[config.mk]
export PLATFORM = sky130hd
export DESIGN_NAME = spring_deadband_velocity_loop_flat
export DESIGN_NICKNAME = d
export VERILOG_FILES = /design/src/hw/rtl/sdvl_pkg.sv /design/src/hw/rtl/sdvl_in_if.sv /design/src/hw/rtl/sdvl_out_if.sv /design/src/hw/rtl/sdvl_cfg_if.sv /design/src/hw/rtl/sdvl_mac.sv /design/src/hw/rtl/spring_deadband_velocity_loop.sv /design/src/flat_wrapper.sv
export VERILOG_INCLUDE_DIRS = /design/src /design/src/hw/rtl
export SDC_FILE = /design/constraint.sdc
export NUM_CORES = 2
export LEC_CHECK = 0
export ABC_AREA = 1
export BUFFER_PORTS_ARGS = -buffer_cell sky130_fd_sc_hd__clkbuf_2
export CAP_MARGIN = 20
export CORE_MARGIN = 4
export CORE_UTILIZATION = 55
export DETAILED_ROUTE_END_ITERATION = 16
export PLACE_DENSITY_LB_ADDON = 0.1
export SETUP_SLACK_MARGIN = 0.05
export SLEW_MARGIN = 20
export SYNTH_ARGS = -nofsm -noshare
export SYNTH_HDL_FRONTEND = slang
export SYNTH_SLANG_ARGS = --single-unit
[constraint.sdc]
create_clock -name clk -period 11.77 [get_ports clk]
set_input_delay 0.5885 -clock clk [delete_from_list [all_inputs] [get_ports clk]]
set_output_delay 0.5885 -clock clk [all_outputs]
set_load 0.05 [all_outputs]
[src/hw/rtl/spring_deadband_velocity_loop_macros.svh]
// Assertion macros for the spring deadband velocity loop.
`ifndef SPRING_DEADBAND_VELOCITY_LOOP_MACROS_SVH
`define SPRING_DEADBAND_VELOCITY_LOOP_MACROS_SVH
`ifndef SYNTHESIS
`define SDVL_ASSERT_NOW(label, ante, cons) \
  label: assert property (@(posedge clk) disable iff (!rst_n) (ante) |-> (cons)) \
    else $error("sdvl check failed");
`define SDVL_ASSERT_NEXT(label, ante, cons) \
  label: assert property (@(posedge clk) disable iff (!rst_n) (ante) |=> (cons)) \
    else $error("sdvl check failed");
`else
`define SDVL_ASSERT_NOW(label, ante, cons)
`define SDVL_ASSERT_NEXT(label, ante, cons)
`endif
`endif

[src/hw/rtl/sdvl_pkg.sv]
// Shared types, constants and coefficient table of the velocity loop.
`default_nettype none
package sdvl_pkg;

  localparam int NCOEF     = 11;
  localparam int MUL_A_W   = 18;
  localparam int MUL_B_W   = 32;
  localparam int PROD_W    = MUL_A_W + MUL_B_W;
  localparam int ACC_W     = 48;
  localparam int CFG_IDX_W = 3;
  localparam int GAIN_SH   = 15;
  localparam int FIR_SH    = 15;
  localparam int OUT_SH    = 23;

  localparam logic [1:0] MODE_VEL = 2'd1;
  localparam logic [1:0] MODE_TRQ = 2'd2;

  localparam logic [11:0] COEF [NCOEF] = '{
    12'd2055, 12'd1963, 12'd2618, 12'd3175, 12'd3549, 12'd3680,
    12'd3549, 12'd3175, 12'd2618, 12'd1963, 12'd2055
  };

  typedef enum logic [CFG_IDX_W-1:0] {
    CFG_MODE      = 3'd0,
    CFG_BAND_LOW  = 3'd1,
    CFG_BAND_HIGH = 3'd2,
    CFG_VEL_TGT   = 3'd3,
    CFG_PROP_GAIN = 3'd4,
    CFG_DAMP_GAIN = 3'd5,
    CFG_FF_GAIN   = 3'd6,
    CFG_POS_LIM   = 3'd7
  } cfg_idx_t;

  typedef enum logic [3:0] {
    S_IDLE, S_FIRD, S_FDRN, S_DEFL, S_FIRL, S_LDRN, S_GAINP, S_GAIND,
    S_GAINF, S_GDRN, S_SCALE, S_RATIO, S_RDRN, S_SAT, S_LIMIT
  } state_t;

  typedef struct packed {
    logic issue;
    logic shift;
    logic clear;
  } mac_ctl_t;

  // Q1.15 tap; taps past the table are zero.
  function automatic logic signed [MUL_A_W-1:0] fir_coef(input logic [4:0] idx);
    logic signed [MUL_A_W-1:0] c;
    c = '0;
    if (idx < 5'(NCOEF)) begin
      c = $signed({{(MUL_A_W-12){1'b0}}, COEF[idx[3:0]]});
    end
    return c;
  endfunction

endpackage
`default_nettype wire

[src/hw/rtl/sdvl_in_if.sv]
// Tick input channel: valid/ready plus sensor payload.
`default_nettype none
interface sdvl_in_if;
  logic               valid;
  logic               ready;
  logic signed [15:0] spring_deflection;
  logic signed [15:0] spring_velocity;
  logic signed [15:0] load_velocity;
  logic        [15:0] load_position;
  logic               link_timeout;

  modport source (output valid, output spring_deflection, output spring_velocity,
                  output load_velocity, output load_position, output link_timeout,
                  input ready);
  modport sink   (input valid, input spring_deflection, input spring_velocity,
                  input load_velocity, input load_position, input link_timeout,
                  output ready);
endinterface
`default_nettype wire

[src/hw/rtl/sdvl_out_if.sv]
// Command result channel: valid/ready plus command payload.
`default_nettype none
interface sdvl_out_if;
  logic               valid;
  logic               ready;
  logic signed [31:0] velocity_command;
  logic               limit_zeroed;
  logic               timeout_zeroed;

  modport source (output valid, output velocity_command, output limit_zeroed,
                  output timeout_zeroed, input ready);
  modport sink   (input valid, input velocity_command, input limit_zeroed,
                  input timeout_zeroed, output ready);
endinterface
`default_nettype wire

[src/hw/rtl/sdvl_cfg_if.sv]
// Register write channel: valid/ready plus index and data.
`default_nettype none
interface sdvl_cfg_if;
  logic                             valid;
  logic                             ready;
  logic [sdvl_pkg::CFG_IDX_W-1:0]   index;
  logic [31:0]                      data;

  modport source (output valid, output index, output data, input ready);
  modport sink   (input valid, input index, input data, output ready);
endinterface
`default_nettype wire

[src/hw/rtl/sdvl_mac.sv]
// Shared multiply-accumulate unit: registered product, then accumulate.
`default_nettype none
module sdvl_mac (
  input  wire logic                                  clk,
  input  wire logic                                  rst_n,
  input  wire sdvl_pkg::mac_ctl_t                    ctl,
  input  wire logic signed [sdvl_pkg::MUL_A_W-1:0]   mul_a,
  input  wire logic signed [sdvl_pkg::MUL_B_W-1:0]   mul_b,
  output logic signed [sdvl_pkg::ACC_W-1:0]          acc
);

  logic signed [sdvl_pkg::PROD_W-1:0] prod_full;
  logic signed [sdvl_pkg::ACC_W-1:0]  prod_r;
  logic                               pvld_r;
  logic                               pshift_r;
  logic signed [sdvl_pkg::ACC_W-1:0]  addend;
  logic signed [sdvl_pkg::ACC_W-1:0]  acc_r;

  assign prod_full = mul_a * mul_b;
  assign addend    = pshift_r ? (prod_r <<< sdvl_pkg::GAIN_SH) : prod_r;
  assign acc       = acc_r;

  always_ff @(posedge clk) begin
    if (!rst_n) begin
      pvld_r   <= 1'b0;
      pshift_r <= 1'b0;
    end else begin
      pvld_r   <= ctl.issue;
      pshift_r <= ctl.shift;
    end
  end

  always_ff @(posedge clk) begin
    prod_r <= prod_full[sdvl_pkg::ACC_W-1:0];
    if (ctl.clear) begin
      acc_r <= '0;
    end else if (pvld_r) begin
      acc_r <= acc_r + addend;
    end
  end

endmodule
`default_nettype wire

[src/hw/rtl/spring_deadband_velocity_loop.sv]
// Top level of the decimated series-elastic velocity loop.
//
//   channel | dir | payload                                           | beat when
//   in_if   | in  | deflection, spring vel, load vel, position, t/o   | valid & ready
//   out_if  | out | velocity_command, limit_zeroed, timeout_zeroed    | valid & ready
//   cfg_if  | in  | index (3b), data (32b)                            | valid & ready
//
// A tick that emits nothing only shifts the delay lines and tick phase. An emitting
// tick in torque mode runs its steps through the single shared
// 18x32 multiplier that runs both filters, the three gains and the ratio.
// Other modes go straight to the limit step. Reset (rst_n low, synchronous) clears
// the delay lines, tick phase, configuration registers, sequencer and result valid flag.
// A held result stalls only the final step; a new tick is accepted while the last result waits.
`default_nettype none
`include "spring_deadband_velocity_loop_macros.svh"
module spring_deadband_velocity_loop #(
  parameter int          TAPS         = 11,
  parameter int unsigned HALF_TURN    = 32768,
  parameter int unsigned OUTPUT_RATIO = 1,
  parameter int          DECIMATION   = 5
) (
  input  wire logic   clk,
  input  wire logic   rst_n,
  sdvl_in_if.sink     in_if,
  sdvl_out_if.source  out_if,
  sdvl_cfg_if.sink    cfg_if
);

  localparam int IDX_W = (TAPS > 1) ? $clog2(TAPS) : 1;
  localparam logic signed [sdvl_pkg::MUL_A_W-1:0] RATIO_OP =
    sdvl_pkg::MUL_A_W'(OUTPUT_RATIO);
  localparam logic signed [sdvl_pkg::ACC_W-1:0] FIR_BIAS =
    sdvl_pkg::ACC_W'((1 << sdvl_pkg::FIR_SH) - 1);
  localparam logic signed [sdvl_pkg::ACC_W-1:0] OUT_BIAS =
    sdvl_pkg::ACC_W'((1 << sdvl_pkg::OUT_SH) - 1);
  localparam logic signed [sdvl_pkg::ACC_W-1:0] ACC_ZERO = '0;
  localparam logic signed [sdvl_pkg::ACC_W-1:0] SAT_MAX =
    sdvl_pkg::ACC_W'(64'sd2147483647);
  localparam logic signed [sdvl_pkg::ACC_W-1:0] SAT_MIN =
    sdvl_pkg::ACC_W'(-64'sd2147483648);

  // configuration registers
  logic        [1:0]  mode_r;
  logic signed [15:0] band_low_r;
  logic signed [15:0] band_high_r;
  logic signed [31:0] vel_tgt_r;
  logic signed [15:0] prop_gain_r;
  logic signed [15:0] damp_gain_r;
  logic signed [15:0] ff_gain_r;
  logic        [31:0] pos_lim_r;

  // tick state
  logic signed [15:0] dline_r [TAPS];
  logic signed [15:0] lline_r [TAPS];
  logic        [4:0]  phase_r;
  logic        [4:0]  phase_nxt;
  logic               emit;
  logic               in_beat;

  // sequencer and datapath
  sdvl_pkg::state_t   state_r;
  sdvl_pkg::state_t   state_nxt;
  logic [IDX_W-1:0]   idx_r;
  logic               idx_last;
  logic signed [15:0] sv_r;
  logic        [15:0] pos_r;
  logic               tmo_r;
  logic signed [16:0] f_r;
  logic signed [17:0] delta_r;
  logic signed [31:0] lv_r;
  logic signed [31:0] q_r;
  logic signed [31:0] cmd_r;

  logic                                   out_valid_r;
  logic signed [31:0]                     out_cmd_r;
  logic                                   out_lim_r;
  logic                                   out_tmo_r;
  logic                                   out_load;

  sdvl_pkg::mac_ctl_t                     mac_ctl;
  logic signed [sdvl_pkg::MUL_A_W-1:0]    mul_a;
  logic signed [sdvl_pkg::MUL_B_W-1:0]    mul_b;
  logic signed [sdvl_pkg::ACC_W-1:0]      acc;
  logic signed [sdvl_pkg::ACC_W-1:0]      acc_fir;
  logic signed [sdvl_pkg::ACC_W-1:0]      acc_out;
  logic signed [16:0]                     band_low_x;
  logic signed [16:0]                     band_high_x;
  logic signed [17:0]                     delta_nxt;
  logic signed [16:0]                     neg_sv;
  logic                                   fwd_hit;
  logic                                   rev_hit;
  logic                                   lim_hit;

  // ---------------- configuration ----------------
  assign cfg_if.ready = 1'b1;

  always_ff @(posedge clk) begin
    if (!rst_n) begin
      mode_r      <= '0;
      band_low_r  <= '0;
      band_high_r <= '0;
      vel_tgt_r   <= '0;
      prop_gain_r <= '0;
      damp_gain_r <= '0;
      ff_gain_r   <= '0;
      pos_lim_r   <= '0;
    end else if (cfg_if.valid) begin
      unique case (sdvl_pkg::cfg_idx_t'(cfg_if.index))
        sdvl_pkg::CFG_MODE:      mode_r      <= cfg_if.data[1:0];
        sdvl_pkg::CFG_BAND_LOW:  band_low_r  <= cfg_if.data[15:0];
        sdvl_pkg::CFG_BAND_HIGH: band_high_r <= cfg_if.data[15:0];
        sdvl_pkg::CFG_VEL_TGT:   vel_tgt_r   <= cfg_if.data;
        sdvl_pkg::CFG_PROP_GAIN: prop_gain_r <= cfg_if.data[15:0];
        sdvl_pkg::CFG_DAMP_GAIN: damp_gain_r <= cfg_if.data[15:0];
        sdvl_pkg::CFG_FF_GAIN:   ff_gain_r   <= cfg_if.data[15:0];
        sdvl_pkg::CFG_POS_LIM:   pos_lim_r   <= cfg_if.data;
      endcase
    end
  end

  // ---------------- tick intake ----------------
  assign in_if.ready = (state_r == sdvl_pkg::S_IDLE);
  assign in_beat     = in_if.valid && in_if.ready;
  assign phase_nxt   = phase_r + 5'd1;
  assign emit        = (phase_nxt >= 5'(DECIMATION));

  always_ff @(posedge clk) begin
    if (!rst_n) begin
      phase_r <= '0;
      for (int i = 0; i < TAPS; i++) begin
        dline_r[i] <= '0;
        lline_r[i] <= '0;
      end
    end else if (in_beat) begin
      phase_r    <= emit ? 5'd0 : phase_nxt;
      dline_r[0] <= in_if.spring_deflection;
      lline_r[0] <= in_if.load_velocity;
      for (int i = 1; i < TAPS; i++) begin
        dline_r[i] <= dline_r[i-1];
        lline_r[i] <= lline_r[i-1];
      end
    end
  end

  // ---------------- sequencer ----------------
  assign idx_last = (idx_r == IDX_W'(TAPS - 1));

  always_ff @(posedge clk) begin
    if (!rst_n) begin
      state_r <= sdvl_pkg::S_IDLE;
      idx_r   <= '0;
    end else begin
      state_r <= state_nxt;
      if (state_r == sdvl_pkg::S_FIRD || state_r == sdvl_pkg::S_FIRL) begin
        idx_r <= idx_last ? '0 : idx_r + IDX_W'(1);
      end
    end
  end

  always_comb begin
    state_nxt = state_r;
    unique case (state_r)
      sdvl_pkg::S_IDLE: begin
        if (in_beat && emit) begin
          state_nxt = (mode_r == sdvl_pkg::MODE_TRQ) ? sdvl_pkg::S_FIRD
                                                     : sdvl_pkg::S_LIMIT;
        end
      end
      sdvl_pkg::S_FIRD:  if (idx_last) state_nxt = sdvl_pkg::S_FDRN;
      sdvl_pkg::S_FDRN:  state_nxt = sdvl_pkg::S_DEFL;
      sdvl_pkg::S_DEFL:  state_nxt = sdvl_pkg::S_FIRL;
      sdvl_pkg::S_FIRL:  if (idx_last) state_nxt = sdvl_pkg::S_LDRN;
      sdvl_pkg::S_LDRN:  state_nxt = sdvl_pkg::S_GAINP;
      sdvl_pkg::S_GAINP: state_nxt = sdvl_pkg::S_GAIND;
      sdvl_pkg::S_GAIND: state_nxt = sdvl_pkg::S_GAINF;
      sdvl_pkg::S_GAINF: state_nxt = sdvl_pkg::S_GDRN;
      sdvl_pkg::S_GDRN:  state_nxt = sdvl_pkg::S_SCALE;
      sdvl_pkg::S_SCALE: state_nxt = sdvl_pkg::S_RATIO;
      sdvl_pkg::S_RATIO: state_nxt = sdvl_pkg::S_RDRN;
      sdvl_pkg::S_RDRN:  state_nxt = sdvl_pkg::S_SAT;
      sdvl_pkg::S_SAT:   state_nxt = sdvl_pkg::S_LIMIT;
      sdvl_pkg::S_LIMIT: if (out_load) state_nxt = sdvl_pkg::S_IDLE;
      default:           state_nxt = sdvl_pkg::S_IDLE;
    endcase
  end

  // operand select and MAC control per step
  assign neg_sv = -$signed({sv_r[15], sv_r});

  always_comb begin
    mac_ctl = '0;
    mul_a   = '0;
    mul_b   = '0;
    unique case (state_r)
      sdvl_pkg::S_IDLE, sdvl_pkg::S_DEFL, sdvl_pkg::S_SCALE: begin
        mac_ctl.clear = 1'b1;
      end
      sdvl_pkg::S_FIRD: begin
        mac_ctl.issue = 1'b1;
        mul_a = sdvl_pkg::fir_coef(5'(idx_r));
        mul_b = sdvl_pkg::MUL_B_W'(dline_r[idx_r]);
      end
      sdvl_pkg::S_FIRL: begin
        mac_ctl.issue = 1'b1;
        mul_a = sdvl_pkg::fir_coef(5'(idx_r));
        mul_b = sdvl_pkg::MUL_B_W'(lline_r[idx_r]);
      end
      sdvl_pkg::S_GAINP: begin
        // lv_r takes the settled load sum in this same step
        mac_ctl.clear = 1'b1;
        mac_ctl.issue = 1'b1;
        mac_ctl.shift = 1'b1;
        mul_a = sdvl_pkg::MUL_A_W'(prop_gain_r);
        mul_b = sdvl_pkg::MUL_B_W'(delta_r);
      end
      sdvl_pkg::S_GAIND: begin
        mac_ctl.issue = 1'b1;
        mac_ctl.shift = 1'b1;
        mul_a = sdvl_pkg::MUL_A_W'(damp_gain_r);
        mul_b = sdvl_pkg::MUL_B_W'(neg_sv);
      end
      sdvl_pkg::S_GAINF: begin
        mac_ctl.issue = 1'b1;
        mul_a = sdvl_pkg::MUL_A_W'(ff_gain_r);
        mul_b = lv_r;
      end
      sdvl_pkg::S_RATIO: begin
        mac_ctl.issue = 1'b1;
        mul_a = RATIO_OP;
        mul_b = q_r;
      end
      default: begin
        mac_ctl = '0;
      end
    endcase
  end

  sdvl_mac u_mac (
    .clk   (clk),
    .rst_n (rst_n),
    .ctl   (mac_ctl),
    .mul_a (mul_a),
    .mul_b (mul_b),
    .acc   (acc)
  );

  // ---------------- datapath ----------------
  // truncate toward zero: bias negative sums before the shift
  assign acc_fir = (acc + (acc[sdvl_pkg::ACC_W-1] ? FIR_BIAS : ACC_ZERO)) >>> sdvl_pkg::FIR_SH;
  assign acc_out = (acc + (acc[sdvl_pkg::ACC_W-1] ? OUT_BIAS : ACC_ZERO)) >>> sdvl_pkg::OUT_SH;

  assign band_low_x  = {band_low_r[15], band_low_r};
  assign band_high_x = {band_high_r[15], band_high_r};

  always_comb begin
    if (band_low_x > f_r) begin
      delta_nxt = 18'(band_low_x) - 18'(f_r);
    end else if (band_high_x < f_r) begin
      delta_nxt = 18'(band_high_x) - 18'(f_r);
    end else begin
      delta_nxt = '0;
    end
  end

  always_ff @(posedge clk) begin
    if (in_beat) begin
      sv_r  <= in_if.spring_velocity;
      pos_r <= in_if.load_position;
      tmo_r <= in_if.link_timeout;
      cmd_r <= (mode_r == sdvl_pkg::MODE_VEL) ? vel_tgt_r : 32'sd0;
    end
    unique case (state_r)
      sdvl_pkg::S_DEFL:  f_r     <= acc_fir[16:0];
      sdvl_pkg::S_FIRL:  delta_r <= delta_nxt;
      sdvl_pkg::S_GAINP: lv_r    <= acc[31:0];
      sdvl_pkg::S_SCALE: q_r     <= acc_out[31:0];
      sdvl_pkg::S_SAT: begin
        if (acc > SAT_MAX) begin
          cmd_r <= SAT_MAX[31:0];
        end else if (acc < SAT_MIN) begin
          cmd_r <= SAT_MIN[31:0];
        end else begin
          cmd_r <= acc[31:0];
        end
      end
      default: begin
      end
    endcase
  end

  // ---------------- limits and result register ----------------
  assign fwd_hit = (pos_r > pos_lim_r[31:16]) && ({16'd0, pos_r} < 32'(HALF_TURN))
                && !cmd_r[31] && (cmd_r != 32'sd0);
  assign rev_hit = (pos_r < pos_lim_r[15:0]) && ({16'd0, pos_r} > 32'(HALF_TURN))
                && cmd_r[31];
  assign lim_hit = fwd_hit || rev_hit;

  assign out_load = (state_r == sdvl_pkg::S_LIMIT) && (!out_valid_r || out_if.ready);

  always_ff @(posedge clk) begin
    if (!rst_n) begin
      out_valid_r <= 1'b0;
    end else if (out_load) begin
      out_valid_r <= 1'b1;
    end else if (out_if.ready) begin
      out_valid_r <= 1'b0;
    end
  end

  always_ff @(posedge clk) begin
    if (out_load) begin
      out_cmd_r <= (lim_hit || tmo_r) ? 32'sd0 : cmd_r;
      out_lim_r <= lim_hit;
      out_tmo_r <= tmo_r;
    end
  end

  assign out_if.valid            = out_valid_r;
  assign out_if.velocity_command = out_cmd_r;
  assign out_if.limit_zeroed     = out_lim_r;
  assign out_if.timeout_zeroed   = out_tmo_r;

  // ---------------- checks ----------------
  `SDVL_ASSERT_NOW(a_phase_range, 1'b1, phase_r < 5'(DECIMATION))
  `SDVL_ASSERT_NOW(a_tmo_zero, out_valid_r && out_tmo_r, out_cmd_r == 32'sd0)
  `SDVL_ASSERT_NOW(a_lim_zero, out_valid_r && out_lim_r, out_cmd_r == 32'sd0)
  `SDVL_ASSERT_NEXT(a_result_shown, out_load, out_valid_r && state_r == sdvl_pkg::S_IDLE)

endmodule
`default_nettype wire
[src/flat_wrapper.sv]
// flat-port wrapper written by rule: the top's interface ports become plain ports
module spring_deadband_velocity_loop_flat 
#(
  parameter int          TAPS         = 11,
  parameter int unsigned HALF_TURN    = 32768,
  parameter int unsigned OUTPUT_RATIO = 1,
  parameter int          DECIMATION   = 5
)
  (clk, rst_n, in_if_valid, in_if_spring_deflection, in_if_spring_velocity, in_if_load_velocity, in_if_load_position, in_if_link_timeout, in_if_ready, out_if_valid, out_if_velocity_command, out_if_limit_zeroed, out_if_timeout_zeroed, out_if_ready, cfg_if_valid, cfg_if_index, cfg_if_data, cfg_if_ready);
  sdvl_in_if in_if_i ();
  sdvl_out_if out_if_i ();
  sdvl_cfg_if cfg_if_i ();
  input  wire logic clk;
  input  wire logic rst_n;
  input wire logic [$bits(in_if_i.valid)-1:0] in_if_valid;
  input wire logic [$bits(in_if_i.spring_deflection)-1:0] in_if_spring_deflection;
  input wire logic [$bits(in_if_i.spring_velocity)-1:0] in_if_spring_velocity;
  input wire logic [$bits(in_if_i.load_velocity)-1:0] in_if_load_velocity;
  input wire logic [$bits(in_if_i.load_position)-1:0] in_if_load_position;
  input wire logic [$bits(in_if_i.link_timeout)-1:0] in_if_link_timeout;
  output wire logic [$bits(in_if_i.ready)-1:0] in_if_ready;
  output wire logic [$bits(out_if_i.valid)-1:0] out_if_valid;
  output wire logic [$bits(out_if_i.velocity_command)-1:0] out_if_velocity_command;
  output wire logic [$bits(out_if_i.limit_zeroed)-1:0] out_if_limit_zeroed;
  output wire logic [$bits(out_if_i.timeout_zeroed)-1:0] out_if_timeout_zeroed;
  input wire logic [$bits(out_if_i.ready)-1:0] out_if_ready;
  input wire logic [$bits(cfg_if_i.valid)-1:0] cfg_if_valid;
  input wire logic [$bits(cfg_if_i.index)-1:0] cfg_if_index;
  input wire logic [$bits(cfg_if_i.data)-1:0] cfg_if_data;
  output wire logic [$bits(cfg_if_i.ready)-1:0] cfg_if_ready;
  assign in_if_i.valid = in_if_valid;
  assign in_if_i.spring_deflection = in_if_spring_deflection;
  assign in_if_i.spring_velocity = in_if_spring_velocity;
  assign in_if_i.load_velocity = in_if_load_velocity;
  assign in_if_i.load_position = in_if_load_position;
  assign in_if_i.link_timeout = in_if_link_timeout;
  assign in_if_ready = in_if_i.ready;
  assign out_if_valid = out_if_i.valid;
  assign out_if_velocity_command = out_if_i.velocity_command;
  assign out_if_limit_zeroed = out_if_i.limit_zeroed;
  assign out_if_timeout_zeroed = out_if_i.timeout_zeroed;
  assign out_if_i.ready = out_if_ready;
  assign cfg_if_i.valid = cfg_if_valid;
  assign cfg_if_i.index = cfg_if_index;
  assign cfg_if_i.data = cfg_if_data;
  assign cfg_if_ready = cfg_if_i.ready;
  spring_deadband_velocity_loop #(.TAPS(TAPS), .HALF_TURN(HALF_TURN), .OUTPUT_RATIO(OUTPUT_RATIO), .DECIMATION(DECIMATION)) u_core (.clk(clk), .rst_n(rst_n), .in_if(in_if_i), .out_if(out_if_i), .cfg_if(cfg_if_i));
endmodule
==> flow_metrics.tcl <==
set metrics [dict create \
    reg2regPathDepth 28 \
    worst-path-max-fanout 83 \
    area_growth_pct 8.04 \
    endpoint_kind "flop" \
    hp-class "primary input to flop" \
    grt_pass1_wl_um 308000 \
    cts_tree "built" \
    clk_latency_ns 0.70 \
    drv_slew 0 \
    yosys.area.top_type "edfxtp_1" \
    dieArea_mm2 0.119 \
    post_cts_buffers 0 \
    drive_gt1_share_pct 5.50 \
    vdd_drop_max_uv 220 \
    chipHeight_um 345 \
    syn-num-nets 8706 \
    drt_iter0_markers 5022 \
    cts-root-buf "clkbuf_16" \
    track_usage_pct 33.4 \
    antenna_found_initial 7 \
    clock.fmax_mhz 108 \
    vias 51900 \
    cts.sink_count 805 \
    htree_levels 3 \
    cts_buffers 90 \
    netlist.area_leader.share_pct 26.1 \
    n_fill_cell 10400 \
    drv_cap 0 \
    io_buffers 140 \
    synth_cell_types 60 \
    dpl.hpwl_um 151000 \
    hold_buffers 0 \
    place_ws_ns 2.58 \
    worstSetupPathType "flop to flop" \
    start_util_pct 55.5 \
    arrival_ns 9.87 \
    path_clk_slew_ns 0.07 \
    cp.required_ns 12.34 \
    status "finished clean" \
    gp_congestion 0.981 \
    die_w_um 345 \
    place_inst 9217 \
    final.min_clock_period_ns 9.30 \
    fin_skew_ns 0.0357 \
    tightest_slew_ns 1.13 \
    worst_hold_slack_ns 0.0535 \
    firstDrtPassIters 6 \
    wire_per_inst_um 21.3 \
    post-route-drc-count 0 \
    synth-seq-area-share_pct 34.5 \
    cts.repair.resized 0 \
    setup_viol_count_final 0 \
    crit_path_start_kind "flop" \
    fp-row-count 123 \
    clockBufferDepth 3 \
    syn-cell-area_mm2 0.0626 \
    rsz0062_at_grt "no" \
    avgSynthCellArea_um2 8.02 \
    multi_input_area_mm2 0.0336 \
    final_nets 8719 \
    ys_seq_elements 805 \
    synthFlopType "edfxtp_1" \
    hold_depth 1 \
    synth_area_leaders "edfxtp_1 (26%), fa_1 (17%), inv_1 (9.9%)" \
    grt_max_degree 183 \
    routed_wl_um 200000 \
    hold_viol 0 \
    finalNonFillerCells 9389 \
    netlist_instances 7798 \
    fin_util_pct 60.0 \
    slowest_stage "buf_4" \
    postRouteAntennaNets 0 \
    slew_headroom_pct 24.6 \
    grt_pass1_vias 51600 \
    coreArea_mm2 0.113 \
    setup_tns_ns 0 \
    power_density_mw_per_mm2 175 \
    fin_ws_ns 2.47 \
    most-common-layout-cells "inv_1 (1648), nand2_1 (1312), nor2_1 (1070)" \
    yosys_warnings 0 \
    overflow 0 \
    final-seq-area_mm2 0.0216 \
    p_leak_nw 31.9 \
    vias_per_cell 5.53 \
    synthArstFlopShare_pct 0 \
    finalCritPeriodShare_pct 79.0 \
    final_common_cell "inv_1" \
    max_stage_delay_ns 0.75 \
    synth_edf_count 543 \
    ios 142 \
]
[power breakdown]
part	internal [W]	switching [W]
clock network	0.00162	0.00127
registers	0.00385	0.000526
logic	0.00123	0.00331
[final cells by class]
type	count	area share (%)
Tap cell	1500	2.78
Antenna cell	2	0.00741
Multi-Input combinational cell	5032	49.7
Timing Repair Buffer	208	1.87
Clock inverter	60	0.868
Inverter	1674	9.32
Clock buffer	108	3.57
Sequential cell	805	31.9
[routing by layer]
metal | part of all wire [%] | vias to the layer above | track usage [%]
met1 | 43 | 25000 | 47.3
met4 | 3.5 | 2 | 10.5
met2 | 45 | 2126 | 52.7
met5 | 0.0055 | - | 0
met3 | 8.5 | 357 | 5.55
li1 | - | 24400 | -
[worst max-delay path: cells and delay by family, from the launching register on]
kind / cells / cell delay (ns)
adders and majority gates: 7 / 3.46
buffers and inverters: 6 / 1.39
xor gates and xnor gates: 1 / 0.18
DFF: 1 / 0.64
AOI/OAI and AO/OA: 7 / 1.68
and+or+nand+nor: 7 / 1.76
[flip-flops by register name, summed over array words and instances, names as in the netlist, 16 cells and up, named ones only]
| name | count |
|---|---|
| u_core.ff_gain_r | 16 |
| u_core.delta_r | 18 |
| u_core.u_mac.acc | 48 |
| u_core.band_high_r | 16 |
| u_core.vel_tgt_r | 32 |
| u_core.band_low_r | 16 |
| u_core.damp_gain_r | 16 |
| u_core.u_mac.prod_r | 48 |
| u_core.sv_r | 16 |
| u_core.dline_r | 176 |
| u_core.cmd_r | 32 |
| u_core.lv_r | 32 |
| u_core.out_if.velocity_command | 32 |
| u_core.pos_lim_r | 32 |
| u_core.prop_gain_r | 16 |
| u_core.lline_r | 176 |
| u_core.pos_r | 16 |
| u_core.f_r | 17 |
| u_core.q_r | 25 |
[cell families (layout without fill, tap and decap cells)]
family | count (synthesis) | in the layout | synth area share (%)
other | 1 | 3 | 0.00599
flip-flops | 805 | 805 | 34.5
XOR/XNOR | 106 | 106 | 1.48
adder cells (fa/ha/maj) | 803 | 803 | 22.6
multiplexers | 12 | 12 | 0.216
AND/OR/NAND/NOR | 2817 | 2817 | 18.2
AO/OA/AOI/OAI | 1293 | 1293 | 11.1
buffers and inverters | 1961 | 2050 | 12.0
[final timing paths]
check	start	to	slack, ns
setup / recovery	flop	u_core.u_mac.prod_r[44]$_DFF_P_	2.47
hold / removal	in_if_link_timeout	u_core.tmo_r$_DFFE_PP_	0.05
setup reg to reg	flop	u_core.u_mac.prod_r[44]$_DFF_P_	2.47
hold reg to reg	u_core.phase_r[4]$_SDFFE_PN0P_	u_core.phase_r[4]$_SDFFE_PN0P_	0.45
[stage by stage]
step | area, um2 | total power, W
floorplan | 62600 | 0.00725
global placement | 64500 | 0.00882
detailed placement | 64500 | 0.00886
CTS | 67500 | 0.0118
global route | 67600 | 0.0125
finish | 67600 | 0.0118
[cells in the mapped netlist (6+ instances only)]
| cell type | n |
|---|---|
| a31oi_1 | 21 |
| clkinv_1 | 12 |
| nand4_1 | 60 |
| inv_2 | 12 |
| buf_4 | 10 |
| a21oi_1 | 581 |
| clkbuf_1 | 189 |
| mux2_2 | 12 |
| nor2_1 | 1074 |
| nand2_1 | 1313 |
| ha_1 | 261 |
| nor2_2 | 10 |
| buf_1 | 13 |
| a22o_1 | 15 |
| dfxtp_1 | 262 |
| o211ai_1 | 23 |
| and2_1 | 10 |
| o21ai_0 | 535 |
| buf_2 | 74 |
| a21boi_0 | 17 |
| a21o_1 | 14 |
| o21bai_1 | 26 |
| a221oi_1 | 6 |
| xor2_1 | 75 |
| xnor2_1 | 31 |
| fa_1 | 542 |
| nand3b_1 | 10 |
| edfxtp_1 | 543 |
| a211oi_1 | 21 |
| o22ai_1 | 6 |
| or2_2 | 8 |
| inv_1 | 1650 |
| nor4_1 | 21 |
| nor3_1 | 44 |
| nand3_2 | 10 |
| nand3_1 | 244 |
(Power assumes the default switching activity.)
